**src/hw/rtl/bgcd_pkg.sv**
```systemverilog
`timescale 1ns / 1ps
`default_nettype none

package bgcd_pkg;

   // operand and result width
   localparam int DataWidth = 32;
   // shared factor-of-two count never exceeds DataWidth - 1
   localparam int ShiftWidth = $clog2(DataWidth);

   // controller to datapath
   typedef struct packed {
      logic load;    // take a new operand pair
      logic step;    // run one reduction step
      logic finish;  // register the shifted result
   } bgcd_cmd_type;

   // datapath to controller
   typedef struct packed {
      logic done;    // a terminal case is reached
   } bgcd_sts_type;

endpackage

`default_nettype wire

```
**src/hw/rtl/binary_gcd.sv**
```systemverilog
// a start transfer loads the operands, n reduction steps follow until a terminal case,
//   whose cycle registers the result and raises rsp_valid (each step halves an operand
//   or replaces one by half the difference); n is at most about 2 * DataWidth
// no new start is taken during a run; the next start is taken while rsp_valid is high
// reset (synchronous, active high) returns the controller to idle with no result pending
// results cannot be stalled; rsp_divisor holds until the next result is registered
`timescale 1ns / 1ps
`default_nettype none

module binary_gcd
   import bgcd_pkg::*;
(
   input  wire logic                 clock,
   input  wire logic                 reset,
   // request transfer: start while busy is low
   input  wire logic                 start,
   output logic                      busy,
   input  wire logic [DataWidth-1:0] req_operand_a,
   input  wire logic [DataWidth-1:0] req_operand_b,
   // result transfer: one-cycle strobe
   output logic                      rsp_valid,
   output logic      [DataWidth-1:0] rsp_divisor
);

   bgcd_cmd_type cmd;
   bgcd_sts_type sts;

   // controller: idle/run sequencing, one reduction step per cycle while running,
   // result strobe the cycle after the terminal case is seen
   bgcd_ctrl u_ctrl (
      .clock  (clock),
      .reset  (reset),
      .start  (start),
      .sts    (sts),
      .cmd    (cmd),
      .busy   (busy),
      .strobe (rsp_valid)
   );

   // datapath: operand registers, shared power-of-two count, terminal detect,
   // one subtract and compare per step, final left shift into the result register
   bgcd_dp u_dp (
      .clock     (clock),
      .cmd       (cmd),
      .operand_a (req_operand_a),
      .operand_b (req_operand_b),
      .sts       (sts),
      .divisor   (rsp_divisor)
   );

endmodule

`default_nettype wire

```
**src/hw/rtl/bgcd_dp.sv**
```systemverilog
`timescale 1ns / 1ps
`default_nettype none

module bgcd_dp
   import bgcd_pkg::*;
(
   input  wire logic                 clock,
   input  wire bgcd_cmd_type         cmd,
   input  wire logic [DataWidth-1:0] operand_a,
   input  wire logic [DataWidth-1:0] operand_b,
   output bgcd_sts_type              sts,
   output logic      [DataWidth-1:0] divisor
);

   logic [DataWidth-1:0]  x_ff, x_in;
   logic [DataWidth-1:0]  y_ff, y_in;
   logic [ShiftWidth-1:0] shared_ff, shared_in;
   logic [DataWidth-1:0]  result_ff, result_in;

   logic                 any_zero, any_one, same, y_larger;
   logic [DataWidth-1:0] base;

   always_comb begin
      any_zero = (x_ff == '0) || (y_ff == '0);
      any_one  = (x_ff == DataWidth'(1)) || (y_ff == DataWidth'(1));
      same     = (x_ff == y_ff);
      y_larger = (y_ff > x_ff);
      sts.done = any_zero || any_one || same;

      // value found in the terminal case, before the shared shift
      if (any_zero) begin
         base = x_ff | y_ff;
      end else if (any_one) begin
         base = DataWidth'(1);
      end else begin
         base = y_ff;
      end
   end

   always_comb begin
      x_in      = x_ff;
      y_in      = y_ff;
      shared_in = shared_ff;
      result_in = result_ff;
      if (cmd.load) begin
         x_in      = operand_a;
         y_in      = operand_b;
         shared_in = '0;
      end else if (cmd.step) begin
         if (!x_ff[0] && !y_ff[0]) begin
            x_in      = x_ff >> 1;
            y_in      = y_ff >> 1;
            shared_in = shared_ff + ShiftWidth'(1);
         end else if (!x_ff[0]) begin
            x_in = x_ff >> 1;
         end else if (!y_ff[0]) begin
            y_in = y_ff >> 1;
         end else if (y_larger) begin
            y_in = x_ff;
            x_in = (y_ff - x_ff) >> 1;
         end else begin
            x_in = (x_ff - y_ff) >> 1;
         end
      end
      if (cmd.finish) begin
         result_in = base << shared_ff;
      end
   end

   always_ff @(posedge clock) begin
      x_ff      <= x_in;
      y_ff      <= y_in;
      shared_ff <= shared_in;
      result_ff <= result_in;
   end

   assign divisor = result_ff;

endmodule

`default_nettype wire

```
**src/hw/rtl/bgcd_ctrl.sv**
```systemverilog
`timescale 1ns / 1ps
`default_nettype none

module bgcd_ctrl
   import bgcd_pkg::*;
(
   input  wire logic         clock,
   input  wire logic         reset,
   input  wire logic         start,
   input  wire bgcd_sts_type sts,
   output bgcd_cmd_type      cmd,
   output logic              busy,
   output logic              strobe
);

   localparam logic [0:0] StIdle = 1'b0;
   localparam logic [0:0] StRun  = 1'b1;

   logic [0:0] state_ff, state_in;
   logic       strobe_ff, strobe_in;

   always_comb begin
      state_in   = state_ff;
      cmd.load   = 1'b0;
      cmd.step   = 1'b0;
      cmd.finish = 1'b0;
      case (state_ff)
         StIdle: begin
            if (start) begin
               cmd.load = 1'b1;
               state_in = StRun;
            end
         end
         StRun: begin
            if (sts.done) begin
               cmd.finish = 1'b1;
               state_in   = StIdle;
            end else begin
               cmd.step = 1'b1;
            end
         end
         default: begin
            state_in = StIdle;
         end
      endcase
      strobe_in = cmd.finish;
   end

   always_ff @(posedge clock) begin
      if (reset) begin
         state_ff  <= StIdle;
         strobe_ff <= 1'b0;
      end else begin
         state_ff  <= state_in;
         strobe_ff <= strobe_in;
      end
   end

   assign busy   = (state_ff == StRun);
   assign strobe = strobe_ff;

`ifndef SYNTHESIS
   a_accept_runs: assert property (@(posedge clock) disable iff (reset)
      (start && !busy) |=> busy)
      else $error("accepted item did not start a run");

   a_done_strobes: assert property (@(posedge clock) disable iff (reset)
      (busy && sts.done) |=> (strobe && !busy))
      else $error("terminal case did not give a result strobe");

   a_strobe_idle: assert property (@(posedge clock) disable iff (reset)
      strobe |-> !busy)
      else $error("result strobe while still running");

   a_strobe_pulse: assert property (@(posedge clock) disable iff (reset)
      strobe |=> !strobe)
      else $error("result strobe longer than one cycle");
`endif

endmodule

`default_nettype wire

```
**config.mk**
```make
export PLATFORM = sky130hd
export DESIGN_NAME = binary_gcd
export DESIGN_NICKNAME = d
export VERILOG_FILES = /design/src/hw/rtl/bgcd_pkg.sv /design/src/hw/rtl/binary_gcd.sv /design/src/hw/rtl/bgcd_dp.sv /design/src/hw/rtl/bgcd_ctrl.sv
export SDC_FILE = /design/constraint.sdc
export NUM_CORES = 1
export LEC_CHECK = 0
export ABC_AREA = 1
export BUFFER_PORTS_ARGS = -buffer_cell sky130_fd_sc_hd__buf_2
export CORE_ASPECT_RATIO = 0.75
export CORE_MARGIN = 3
export CORE_UTILIZATION = 56
export CTS_CLUSTER_DIAMETER = 30
export DETAILED_ROUTE_END_ITERATION = 12
export PLACE_DENSITY_LB_ADDON = 0.08
export SLEW_MARGIN = 20
export SYNTH_ARGS = -nofsm -noshare
export SYNTH_HDL_FRONTEND = slang
export SYNTH_SLANG_ARGS = --single-unit
```
**constraint.sdc**
```tcl
create_clock -name clock -period 3.77 [get_ports clock]
set_input_delay 0.1885 -clock clock [delete_from_list [all_inputs] [get_ports clock]]
set_output_delay 0.1885 -clock clock [all_outputs]
set_load 0.01 [all_outputs]
```
==> results of run 1 <==
-- critical path, cell delays in order (launching register included) --
cell	delay, ns
edfxtp_1	0.50
ha_1	0.33
fa_1	0.47
inv_1	0.13
a21oi_2	0.09
o21ai_2	0.29
nand2_2	0.09
nand3_2	0.14
a21o_4	0.17
nand2_8	0.15
inv_6	0.28
o21a_1	0.23
buf_12	0.22
-- layout by cell type, fill, tap and decap left out, types with 11 or more instances in the layout --
master	instances
buf_4	29
buf_2	100
nand3_2	34
nor2_1	171
xor2_1	52
o21ai_0	100
a21oi_1	97
nand3_1	258
nand2_1	407
nor3_1	12
o21bai_1	13
nand2_2	36
inv_2	14
inv_1	191
o21ai_1	11
edfxtp_1	96
nor2_2	15
a21oi_2	34
ha_1	97
-- per-stage QoR --
stage / util / setup WS [ns] / total power, mW / cells
6_report: 0.632 / 0.349 / 8.03 / 2141
5_1_grt: 0.632 / 0.213 / 8.53 / 2141
4_1_cts: 0.632 / 0.420 / 7.84 / 2141
3_5_place_dp: 0.618 / 0.456 / 6.86 / 2125
3_3_place_gp: 0.618 / 0.459 / 6.82 / 2125
2_1_floorplan: - / 0.0457 / 5.42 / 1786
-- routing by layer --
layer / wire length (um) / part of all wire / global-route usage
met3: 4950 / 0.12 / 0.0924
met1: 18000 / 0.42 / 0.502
met2: 18000 / 0.42 / 0.542
met5: 54 / 0.0013 / 0.0167
met4: 1480 / 0.035 / 0.118
-- flip-flops by register name, indices dropped and copies added (netlist names) --
| signal | flops |
|---|---|
| u_dp.x_ff | 32 |
| u_dp.divisor | 32 |
| u_ctrl.strobe | 1 |
| u_dp.y_ff | 32 |
| u_ctrl.busy | 1 |
| u_dp.shared_ff | 5 |
-- logic make-up after synthesis --
group | after synthesis | share of synthesized area
AOI/OAI and AO/OA | 291 | 0.143
adders and majority gates | 99 | 0.104
buffers and inverters | 285 | 0.0982
xor gates and xnor gates | 54 | 0.0394
DFF | 103 | 0.252
and+or+nand+nor | 954 | 0.364
-- how the worst min path moves through the flow --
stage | from | endpoint | slack, ns
after floorplan | reset | u_ctrl.busy | 0.26
after detailed placement | reset | u_ctrl.busy | 0.40
after CTS | reset | u_ctrl.busy | 0.008
final | reset | u_ctrl.busy | 0.01
after global placement | reset | u_ctrl.strobe | 0.40
after global routing | reset | u_ctrl.busy | 0.01
-- final cells by class --
cell class	count	area, um^2
multi-input combinational	1398	7850
fill	1998	7610
sequential	103	3020
inverter	211	797
timing repair buffer	131	758
tap	282	353
clock buffer	10	229
clock inverter	6	51.3
-- power by group through the flow --
stage | sequential, mW | clock [mW] | combinational, mW
6_report | 1.74 | 0.976 | 5.31
5_1_grt | 1.76 | 1.01 | 5.76
4_1_cts | 1.73 | 0.967 | 5.14
3_5_place_dp | 1.76 | 0 | 5.11
3_3_place_gp | 1.74 | 0 | 5.08
2_1_floorplan | 1.71 | 0 | 3.72
==> run summary, run 1 <==
The number of enable-type register cells in the synthesized netlist is 96. The synthesized area divided by synthesized cell count is 6.73 um^2. In the global route stage, overall resource usage came out at 0.360. With fillers left out, the area of the finished cells amounts to 0.0131 mm^2. The data arrival time of the critical path came out at 3.49 ns. The later-pin clock latency in the skew report is 0.38 ns. In this run the critical register-to-register path is captured at u_dp.y_ff[22]. The initial antenna violation count was 0. Clock tree synthesis selected as its root buffer the cell clkbuf_16.

The number of rows in the core area came out at 45. Counting flops and latches in the post-synthesis netlist gives 103. Synthesis produced 1,786 cells. The number of gates resized after CTS was 0. Of all nets on the critical path, the largest fanout is 25. The capturing instance or port of the critical path is u_dp.y_ff[22].

In this run the deepest clock path goes through 2 buffers. The clock period could shrink to 3.42 ns. The net count after synthesis came out at 1,952. Clock tree synthesis inserted a total of 9 buffers.

The final wirelength came out at 42,500 um. TritonCTS built the clock tree. The wire length of the first global-routing pass came out at 65,100 um.

During placement, the flow inserted port buffers numbering 100. The final antenna diode count came out at 0. The HPWL after detailed placement is 34,000 um. Summed over all instances, the cell type with the most area after synthesis is edfxtp_1. The flow ran to the end, and the final reports show no timing, DRC or antenna violations. The final number of setup-violating endpoints is 0. The number of vias per cell came out at 5.93. The number of buffers added for setup after CTS is 0.

The post-layout net count is 2,020. Counting instances, the worst hold path has a depth of 2. The worst setup path is of the reg2reg kind. The number of design rule violations left after detail routing is 0. STA classifies the critical path endpoint as a flop.

The number of levels in the clock H-tree is 3. The share of final-layout standard cells stronger than drive strength 1 is 0.160. Of the available clock period, the critical path in the final layout requires 0.908. The leakage power figure is 6.07 nW. The part of the total power dissipated in the clock network is 0.122. The maximum vdd drop came out at 295 uV. The number of vias in the routed layout is 12,690.

The chip width is 175 um. Of the total power, combinational logic draws 0.662. The number of I/O pins is 101. The count of hold-fix buffers inserted at cts came out at 0.

The routability congestion estimate is 1.07. The tightest min-delay check is of the in2reg type. For this run the aggregate overflow at the end of global routing stands at 0. The via count of the first global-routing pass came out at 11,679. The clock tree skew after final layout came out at 0.0134 ns. The power per cell area is 615 mW/mm^2. Of the synthesized area, sequential elements account for 0.252. After synthesis the cells add up to 0.0120 mm^2. The critical path data required time is 3.84 ns. The number of warnings reported in the yosys synthesis log came out at 0.

The initial standard-cell utilization of the core is 0.582. The worst setup path startpoint is u_dp.x_ff[0]. The worst register-to-register path has a depth of 12. The number of nets with antenna violations after detailed routing came out at 0. The number of detailed-route iterations in the first pass came out at 6.

Ranked by instance count, the synthesized netlist is headed by nand2_1 (407), nand3_1 (258), inv_1 (191). The distinct cell type count after synthesis came out at 48. STA classifies the critical path startpoint as a flop.

The normalized max-slew margin is 0.309. Ranked by total cell area, the synthesized netlist is headed by edfxtp_1 (24%), nand2_1 (13%), nand3_1 (11%). The most frequent cell after synthesis is nand2_1. The max capacitance violation total is 0. The clock input transition at the sequential cells of the worst setup and hold paths came out at 0.08 ns. The clock sink total is 103. The area of the die is 0.0233 mm^2.

For the pin with the worst max-slew slack, the measured transition is 1.03 ns. The commonest register cell after synthesis is edfxtp_1. Compared with the post-synthesis result, the final layout area differs by 8.64%. Setup repair after global routing left no endpoint under its margin. The fraction of power spent switching nets is 0.543.

The tightest hold margin is 0.0109 ns. The internal power of the cells totals 3.67 mW. The share of total power dissipated in sequential elements is 0.217.

The maximum number of pins on one net before global-route repair came out at 98. The instance area after placement came out at 0.0128 mm^2. The number of hold-slack violations in the final timing report came out at 0. The net switching power is 4.36 mW. After detailed routing, the average wire length per cell comes to 19.8 um. The upper clock frequency limit is 292 MHz. The placeable core region is 0.0207 mm^2. The reg-to-reg setup timing slack is 0.35 ns. The final-layout setup total negative slack came out at 0 ns. The reg-to-reg critical path startpoint is u_dp.x_ff[0]. The portion of synthesized cell area occupied by the leading cell type came out at 0.240.

The max-slew violation total from the final report is 0. The share of synthesized registers carrying an async set or reset came out at 0. The number of DRC markers after the initial detailed-route iteration came out at 1,647.

The die height is 133 um.
No activity file was read; power rests on OpenSTA's default activity.
==> run 2, diff against run 1 <==
--- a/config.mk
+++ b/config.mk
@@ -13,6 +13,7 @@
 export CTS_CLUSTER_DIAMETER = 30
 export DETAILED_ROUTE_END_ITERATION = 12
 export PLACE_DENSITY_LB_ADDON = 0.08
+export RECOVER_POWER = 100
 export SLEW_MARGIN = 20
 export SYNTH_ARGS = -nofsm -noshare
 export SYNTH_HDL_FRONTEND = slang
==> run 2 against run 1 <==
Net effect:
- sequential share of layout area is 0.28 points higher
- hold slack better by 0.0076 ns
- fmax is 2.7% lower
- core utilization is 0.74 points lower
- non-clock buffer count stayed put
- final area is 1.2% lower
- largest power group unchanged
==> run summary, run 2 (synthesized netlist as in run 1, its figures left out) <==
The count of buffers from port buffering is 100 (unchanged). The final number of setup-violating endpoints came out at 0 (unchanged). The die height is 133 um (unchanged).

The later-pin clock latency in the skew report is 0.38 ns (about the same). The wire length of the first global-routing pass is 65,100 um (unchanged). The commonest non-fill, non-tap cell in the layout is nand2_1. In this run the critical register-to-register path is captured at u_dp.x_ff[22]. The signal on the critical path passes through ha_1 > fa_1 > inv_1 > a21oi_2 > o21ai_2 > nand2_2 > nand3_1 > a21o_4 > nand2_8 > inv_6 > buf_4 > nand2_2 > nand3_1 > a21oi_2. The number of vias in the routed layout came to 12,652 (-0.30%). The number of nets with antenna violations after detailed routing came out at 0 (unchanged). The number of rows in the core area is 45 (unchanged). The placeable core region is 0.0207 mm^2 (unchanged). The data arrival time of the critical path is 3.63 ns (+0.14 ns). The clock input transition at the sequential cells of the worst setup and hold paths is 0.08 ns (about the same). The detailed router used layers up to and including met5. In this run the worst setup path begins at u_dp.x_ff[0]. The share of final-layout standard cells stronger than drive strength 1 came to 0.127 (-0.0328). The met1 wire length was 18,300 um (+1.5%). The count of hold-fix buffers inserted at cts came to 0 (unchanged). The classification of the worst setup path is reg2reg. The maximum number of pins on one net before global-route repair came out at 98 (unchanged). The via count of the first global-routing pass came out at 11,679 (unchanged). The upper clock frequency limit is 284 MHz (-2.7%). The library cells used most frequently in the layout, excluding fill and tap cells, are nand2_1 (417), nand3_1 (268), inv_1 (192). The slew at the pin closest to its max-slew limit is 1.06 ns (+0.0296 ns).

The number of levels in the clock H-tree came out at 3 (unchanged). The clock tree skew after final layout is 0.0153 ns (+0.00191 ns). The number of vias per cell is 5.91 (-0.30%).

On the critical path, the stage with the largest delay is an instance of edfxtp_1. The critical-path maximum fanout is 23 (-8.0%). The area of the die is 0.0233 mm^2 (unchanged).

Following the worst setup path forward leads to its endpoint at u_dp.x_ff[22]. Compared with the post-synthesis result, the final layout area differs by 7.36%. The number of buffers added for setup after CTS is 0 (unchanged). The instance area after placement came to 0.0128 mm^2 (unchanged).

The number of I/O pins came out at 101 (unchanged). The number of design rule violations left after detail routing is 0 (unchanged). The maximum buffer depth of the clock tree came out at 2 (unchanged). The final wirelength is 42,700 um (+0.40%). The number of hold-slack violations in the final timing report is 0 (unchanged). The max-slew violation total from the final report is 0 (unchanged).

The leakage power figure came out at 5.94 nW (-2.1%). Setup repair after global routing left no endpoint under its margin. The biggest cell delay along the critical path is 0.50 ns (about the same). The power per cell area came to 616 mW/mm^2 (+0.15%).

The routability congestion estimate came out at 1.07 (unchanged). The final design area excluding fillers came to 0.0129 mm^2 (-1.2%). The combined buffer and inverter count along the critical path came out at 3 (unchanged). The post-route minimum period came to 3.52 ns (+0.0944 ns).

The clock sink total is 103 (unchanged). The worst setup path is launched from a flop. The share of the clock period used by the worst path after layout came to 0.933 (+0.0250). TritonCTS built the clock tree. The kind of cell with the highest combined delay along the critical path is adder cells.

The chip width is 175 um (unchanged). The maximum vdd drop is 294 uV (-0.45%). The normalized max-slew margin came to 0.289 (-0.0198). The number of DRC markers after the initial detailed-route iteration came out at 1,689 (+2.6%). The type of the tightest min-delay check is in2reg. In this run the clock root is driven by a clkbuf_16.

The final-layout setup total negative slack is 0 ns (unchanged). The initial standard-cell utilization of the core is 0.582 (unchanged). The routed length on met3 was 4870 um (-1.6%).

The number of clock buffers inserted by TritonCTS came out at 9 (unchanged). The reg-to-reg critical path startpoint is u_dp.x_ff[0]. The category of the worst setup path capture point is a flop. The reg-to-reg setup timing slack came out at 0.25 ns (-0.09 ns).

The post-cts resize count came out at 0 (unchanged). The final antenna diode count is 0 (unchanged). The cell count along the critical path came to 14 (+2). The depth of the worst register-to-register path is 14 (+2). The run finished with clean final reports.

The total routing usage reported by global routing came to 0.360 (unchanged). The total half-perimeter wirelength after legalization and detailed placement came out at 34,000 um (unchanged). The critical path data required time is 3.88 ns (+0.04 ns). The initial antenna violation count was 0 (unchanged). The global route total overflow is 0 (unchanged). The routed length per instance came to 19.9 um (+0.40%). The number of detailed-route iterations in the first pass is 6 (unchanged). The max capacitance violation total came to 0 (unchanged). The post-layout net count came out at 2,020 (unchanged). The routed length on met2 is 18,100 um (about the same).
-- run 2: changes by cell type in the layout (fill, tap and decap cells not counted), sizes merged --
cell | previous run | this run
buf | 131 | 91
clkbuf | 10 | 50
-- run 2: report_power, final --
part	total (mW)	internal [mW]	switching, mW
Sequential	1.74	1.54	0.202
Clock	0.971	0.461	0.510
Combinational	5.23	1.63	3.60
-- run 2: final cells by class --
type	count	area, um^2
fill	2039	7760
multi-input combinational	1398	7750
sequential	103	3020
inverter	211	797
timing repair buffer	131	702
tap	282	353
clock buffer	10	229
clock inverter	6	51.3
-- run 2: routing by layer --
| metal | vias to the layer above | global-route usage |
|---|---|---|
| li1 | 6019 | - |
| met1 | 5814 | 0.502 |
| met2 | 740 | 0.542 |
| met3 | 77 | 0.0924 |
| met4 | 2 | 0.118 |
| met5 | - | 0.0167 |
-- run 2: worst min-delay path by stage --
stage / from / end / cells after the start
floorplan: reset / u_ctrl.busy / 1
global route: reset / u_ctrl.busy / 2
CTS: reset / u_ctrl.busy / 2
global placement: reset / u_ctrl.strobe / 2
finish: reset / u_ctrl.busy / 2
detailed placement: reset / u_ctrl.busy / 2
-- run 2: worst reg2reg max path, delay by kind of cell (launching register included) --
family / cells / cell delay [ns]
compound gates: 4 / 0.65
fa+ha+maj: 2 / 0.80
buf+inv: 3 / 0.68
flops: 1 / 0.50
simple gates: 5 / 0.63
-- run 2: stage by stage --
step	utilization	worst slack, ns	cells	power [mW]	hold slack (ns)
global route	0.624	0.108	2141	8.44	0.0123
finish	0.624	0.254	2141	7.94	0.0185
floorplan	-	0.0457	1786	5.42	0.261
global placement	0.618	0.459	2125	6.82	0.400
detailed placement	0.618	0.456	2125	6.86	0.401
CTS	0.632	0.420	2141	7.84	0.00824
==> run 3, diff against run 2 <==
--- a/config.mk
+++ b/config.mk
@@ -17,4 +17,5 @@
 export SLEW_MARGIN = 20
 export SYNTH_ARGS = -nofsm -noshare
 export SYNTH_HDL_FRONTEND = slang
+export SYNTH_HIERARCHICAL = 1
 export SYNTH_SLANG_ARGS = --single-unit
==> run 3 against run 2 <==
Net effect:
- die area fell by 0.22%
- clock-buffer cell count down 1
- sequential cell count stayed put
- clock skew is essentially flat
- largest cell class unchanged
- clock power hardly changed
==> run summary, run 3 <==
The flow ran to the end, and the final reports show no timing, DRC or antenna violations. The number of nets with antenna violations after detailed routing came to 0 (unchanged). The final-layout setup total negative slack came to 0 ns (unchanged). The reg-to-reg setup timing slack came out at 0.20 ns (-0.05 ns). The via count of the first global-routing pass came out at 11,378 (-2.6%). The startpoint identified for the worst hold timing path is reset. The max-slew violation total from the final report is 0 (unchanged). The final number of setup-violating endpoints is 0 (unchanged).

The worst hold path belongs to the class in2reg. The cell area after synthesis is 0.0120 mm^2 (-0.23%). The worst register-to-register path begins at u_dp/x_ff[24]. The distinct cell type count after synthesis came to 51 (+6.3%). The number of buffers added for setup after CTS came out at 0 (unchanged).

The number of stages on the worst hold path came out at 2 (unchanged). The number of warnings reported in the yosys synthesis log came out at 6 (+6). The normalized max-slew margin is 0.0777 (-0.212).

The instance area after placement is 0.0126 mm^2 (-1.4%). The clock sink total came out at 103 (unchanged). The storage element area came out at 0.00302 mm^2 (unchanged).

The count of hold-fix buffers inserted at cts was 0 (unchanged). The upper clock frequency limit came to 280 MHz (-1.5%). The maximum number of pins on one net before global-route repair came out at 66 (-33%).

The number of clock buffers inserted by TritonCTS came out at 9 (unchanged). STA classifies the critical path startpoint as a flop. The placeable core region is 0.0206 mm^2 (-0.27%).

The final wirelength is 39,800 um (-6.8%). After synthesis, the cell types taking the most area are edfxtp_1 (24%), nand2_1 (12%), nand3_1 (11%). The number of I/O pins is 101 (unchanged). The initial antenna violation count came out at 0 (unchanged). Among all cell types in the netlist, the one instantiated most often is nand2_1. The number of detailed-route iterations in the first pass came out at 6 (unchanged). The capture endpoint of the worst hold path is u_ctrl/busy. The biggest cell delay along the critical path came out at 0.65 ns (+0.15 ns).

The combined area of the multi-input logic cells came out at 0.00778 mm^2 (+0.48%). The largest total area in the synthesized netlist belongs to edfxtp_1. The sequential fraction of the synthesis area is 0.252 (+0.000577).

The portion of synthesized cell area occupied by the leading cell type came to 0.240 (+0.000551). The final-layout fill cell count came out at 2,130 (+4.5%). The later-pin clock latency in the skew report came out at 0.36 ns (-0.02 ns). The slowest stage of the critical path is the clkbuf_2 cell. The count of buffers from port buffering is 100 (unchanged).

The commonest cells after synthesis are nand2_1 (391), nand3_1 (256), inv_1 (181). The max capacitance violation total came out at 0 (unchanged). The share of the synthesized netlist area taken by xor and xnor gates is 0.0409 (+0.00155). The leakage power figure came out at 5.85 nW (-1.6%). The flip-flop and latch count after synthesis is 103 (unchanged). The final antenna diode count is 0 (unchanged). The number of rows in the core area came out at 45 (unchanged). Counting stages on the worst path, the most repeated cell is nand2_1. Traced cell by cell, the critical path runs through inv_1 > ha_1 > inv_1 > nand2_1 > nor4_2 > nand3_1 > nand2_4 > clkbuf_2 > or2_0 > o211ai_2 > nand2_1 > nand2_1. The number of vias per cell came to 5.86 (-0.86%).

The number of enable-type register cells in the synthesized netlist was 96 (unchanged). The share of the clock period used by the worst path after layout came out at 0.947 (+0.0144). The initial standard-cell utilization of the core is 0.582 (about the same).

The endpoint identified for the worst register-to-register timing path is u_dp/x_ff[0]. The number of instances in the synthesized netlist was 1,762 (-1.3%). Setup repair after global routing left no endpoint under its margin.

The number of levels in the clock H-tree came out at 3 (unchanged). The library cell used most frequently in the layout, excluding fill and tap cells, is nand2_1. In the synthesized netlist the dominant register cell turns out to be edfxtp_1.

The number of design rule violations left after detail routing was 0 (unchanged). The share of synthesized registers carrying an async set or reset came out at 0 (unchanged). The post-layout net count is 1,983 (-1.8%). The total routing usage reported by global routing came out at 0.336 (-0.0233). The routability congestion estimate is 1.06 (-1.2%).

The maximum buffer depth of the clock tree came out at 2 (unchanged). The global route total overflow is 0 (unchanged). The post-synthesis share of cell area spent on and, or, nand and nor gates is 0.361 (-0.00230). The critical path data required time is 3.89 ns (about the same). The depth of the worst register-to-register path is 12 (-2). The die height was 133 um (-0.11%). The clock tree root driver cell is clkbuf_16. The maximum vdd drop came to 283 uV (-3.8%). The synthesized-area fraction occupied by ao, oa, aoi and oai cells came to 0.143 (-0.000298). The final design area excluding fillers came out at 0.0128 mm^2 (-0.69%).

The data arrival time of the critical path came to 3.69 ns (+0.06 ns). The number of DRC markers after the initial detailed-route iteration came out at 1,575 (-6.7%). The clock input transition at the sequential cells of the worst setup and hold paths is 0.09 ns (about the same). The multiplexer area fraction after synthesis came out at 0 (unchanged). The area of the die came out at 0.0232 mm^2 (-0.22%). The synthesized area divided by synthesized cell count came out at 6.80 um^2 (+1.1%).

The clock tree skew after final layout is 0.0156 ns (+0.000367 ns). The dominant combinational cell family by area after synthesis is simple AND/OR/NAND/NOR gates. The area added between synthesis and finish came out at 6.87%. The slew at the pin closest to its max-slew limit is 1.38 ns (+0.324 ns).

The net count after synthesis is 1,928 (-1.2%). The number of hold-slack violations in the final timing report came out at 0 (unchanged). The post-route minimum period was 3.57 ns (+0.0544 ns). The share of final-layout standard cells stronger than drive strength 1 is 0.140 (+0.0125). TritonCTS built the clock tree. The chip width came to 175 um (-0.11%). The critical path in this run is classified as reg2reg. The routed length per instance is 18.9 um (-5.1%). The fraction of the mapped netlist area in adder cells came to 0.105 (+0.000239).

The post-cts resize count is 0 (unchanged). The critical-path maximum fanout came out at 32 (+39%). The top cell types in the final layout, fill and taps aside, are nand2_1 (393), nand3_1 (256), inv_1 (182). STA classifies the critical path endpoint as a flop. The power per cell area came to 600 mW/mm^2 (-2.6%). The total half-perimeter wirelength after legalization and detailed placement is 31,900 um (-6.2%). The wire length of the first global-routing pass came out at 61,900 um (-4.9%). The number of vias in the routed layout came out at 12,326 (-2.6%).
==> run 3: changes by cell type in the layout (fill, tap and decap cells not counted), sizes merged, moves of 3 or more <==
cell and change:
nor2 -21, a21oi +10, buf -10, inv -9
nand2 -7, o21ai -5, a21o -4, a31oi -4
or2 +4, nand4 -3, nor3 +3
==> run 3: cell type report <==
class / instances / area share
well taps: 282 / 0.0275
clock buffers: 9 / 0.0176
multi-input cells: 1382 / 0.608
clock inverters: 7 / 0.00518
inverters: 201 / 0.0591
flip-flops and latches: 103 / 0.236
repair buffers: 120 / 0.0472
==> run 3: worst max-delay path: cells and delay by family (launching register included) <==
kind	cells	cell delay, ns
AOI/OAI and AO/OA	1	0.09
and+or+nand+nor	7	1.49
adders and majority gates	1	0.41
DFF	1	0.43
buffers and inverters	3	0.90
==> run 3: metal layers <==
layer	routed length [um]	track usage
met5	0	0
met2	16800	0.506
met3	4110	0.0688
met4	1320	0.111
met1	17500	0.483
==> run 3: worst max-delay path by stage <==
stage                  start       endpoint  slack [ns]  cells after the start
5_1_grt        u_dp/x_ff[16]  u_dp/x_ff[21]        0.12                     15
3_5_place_dp   u_dp/x_ff[24]  u_dp/x_ff[28]        0.47                     15
4_1_cts        u_dp/x_ff[24]  u_dp/x_ff[21]        0.43                     15
3_3_place_gp   u_dp/x_ff[24]  u_dp/x_ff[27]        0.50                     15
6_report       u_dp/x_ff[24]   u_dp/x_ff[0]        0.20                     12
2_1_floorplan   u_dp/x_ff[0]  u_dp/y_ff[10]        0.56                     13
==> run 3: cell families (layout without fill, tap and decap cells) <==
logic type	count (synthesis)	count (layout)
compound gates	292	292
simple gates	935	935
flops	103	103
fa+ha+maj	99	99
buf+inv	277	337
xor+xnor	56	56
==> run 3: power by group <==
group          switching (mW)  total, mW  internal, mW
clock network           0.508      0.974         0.466
registers               0.218       1.75          1.53
logic                    3.39       4.96          1.57
total                    4.12       7.69          3.57
==> run 3: stage by stage <==
step	power (mW)	hold WS (ns)	setup slack (ns)	instances	util
6_report	7.69	0.0665	0.200	2104	0.622
2_1_floorplan	5.28	0.251	0.557	1762	-
4_1_cts	7.56	0.0481	0.429	2104	0.626
3_3_place_gp	6.53	0.447	0.495	2088	0.611
5_1_grt	8.20	0.0584	0.118	2104	0.622
3_5_place_dp	6.56	0.427	0.466	2088	0.611
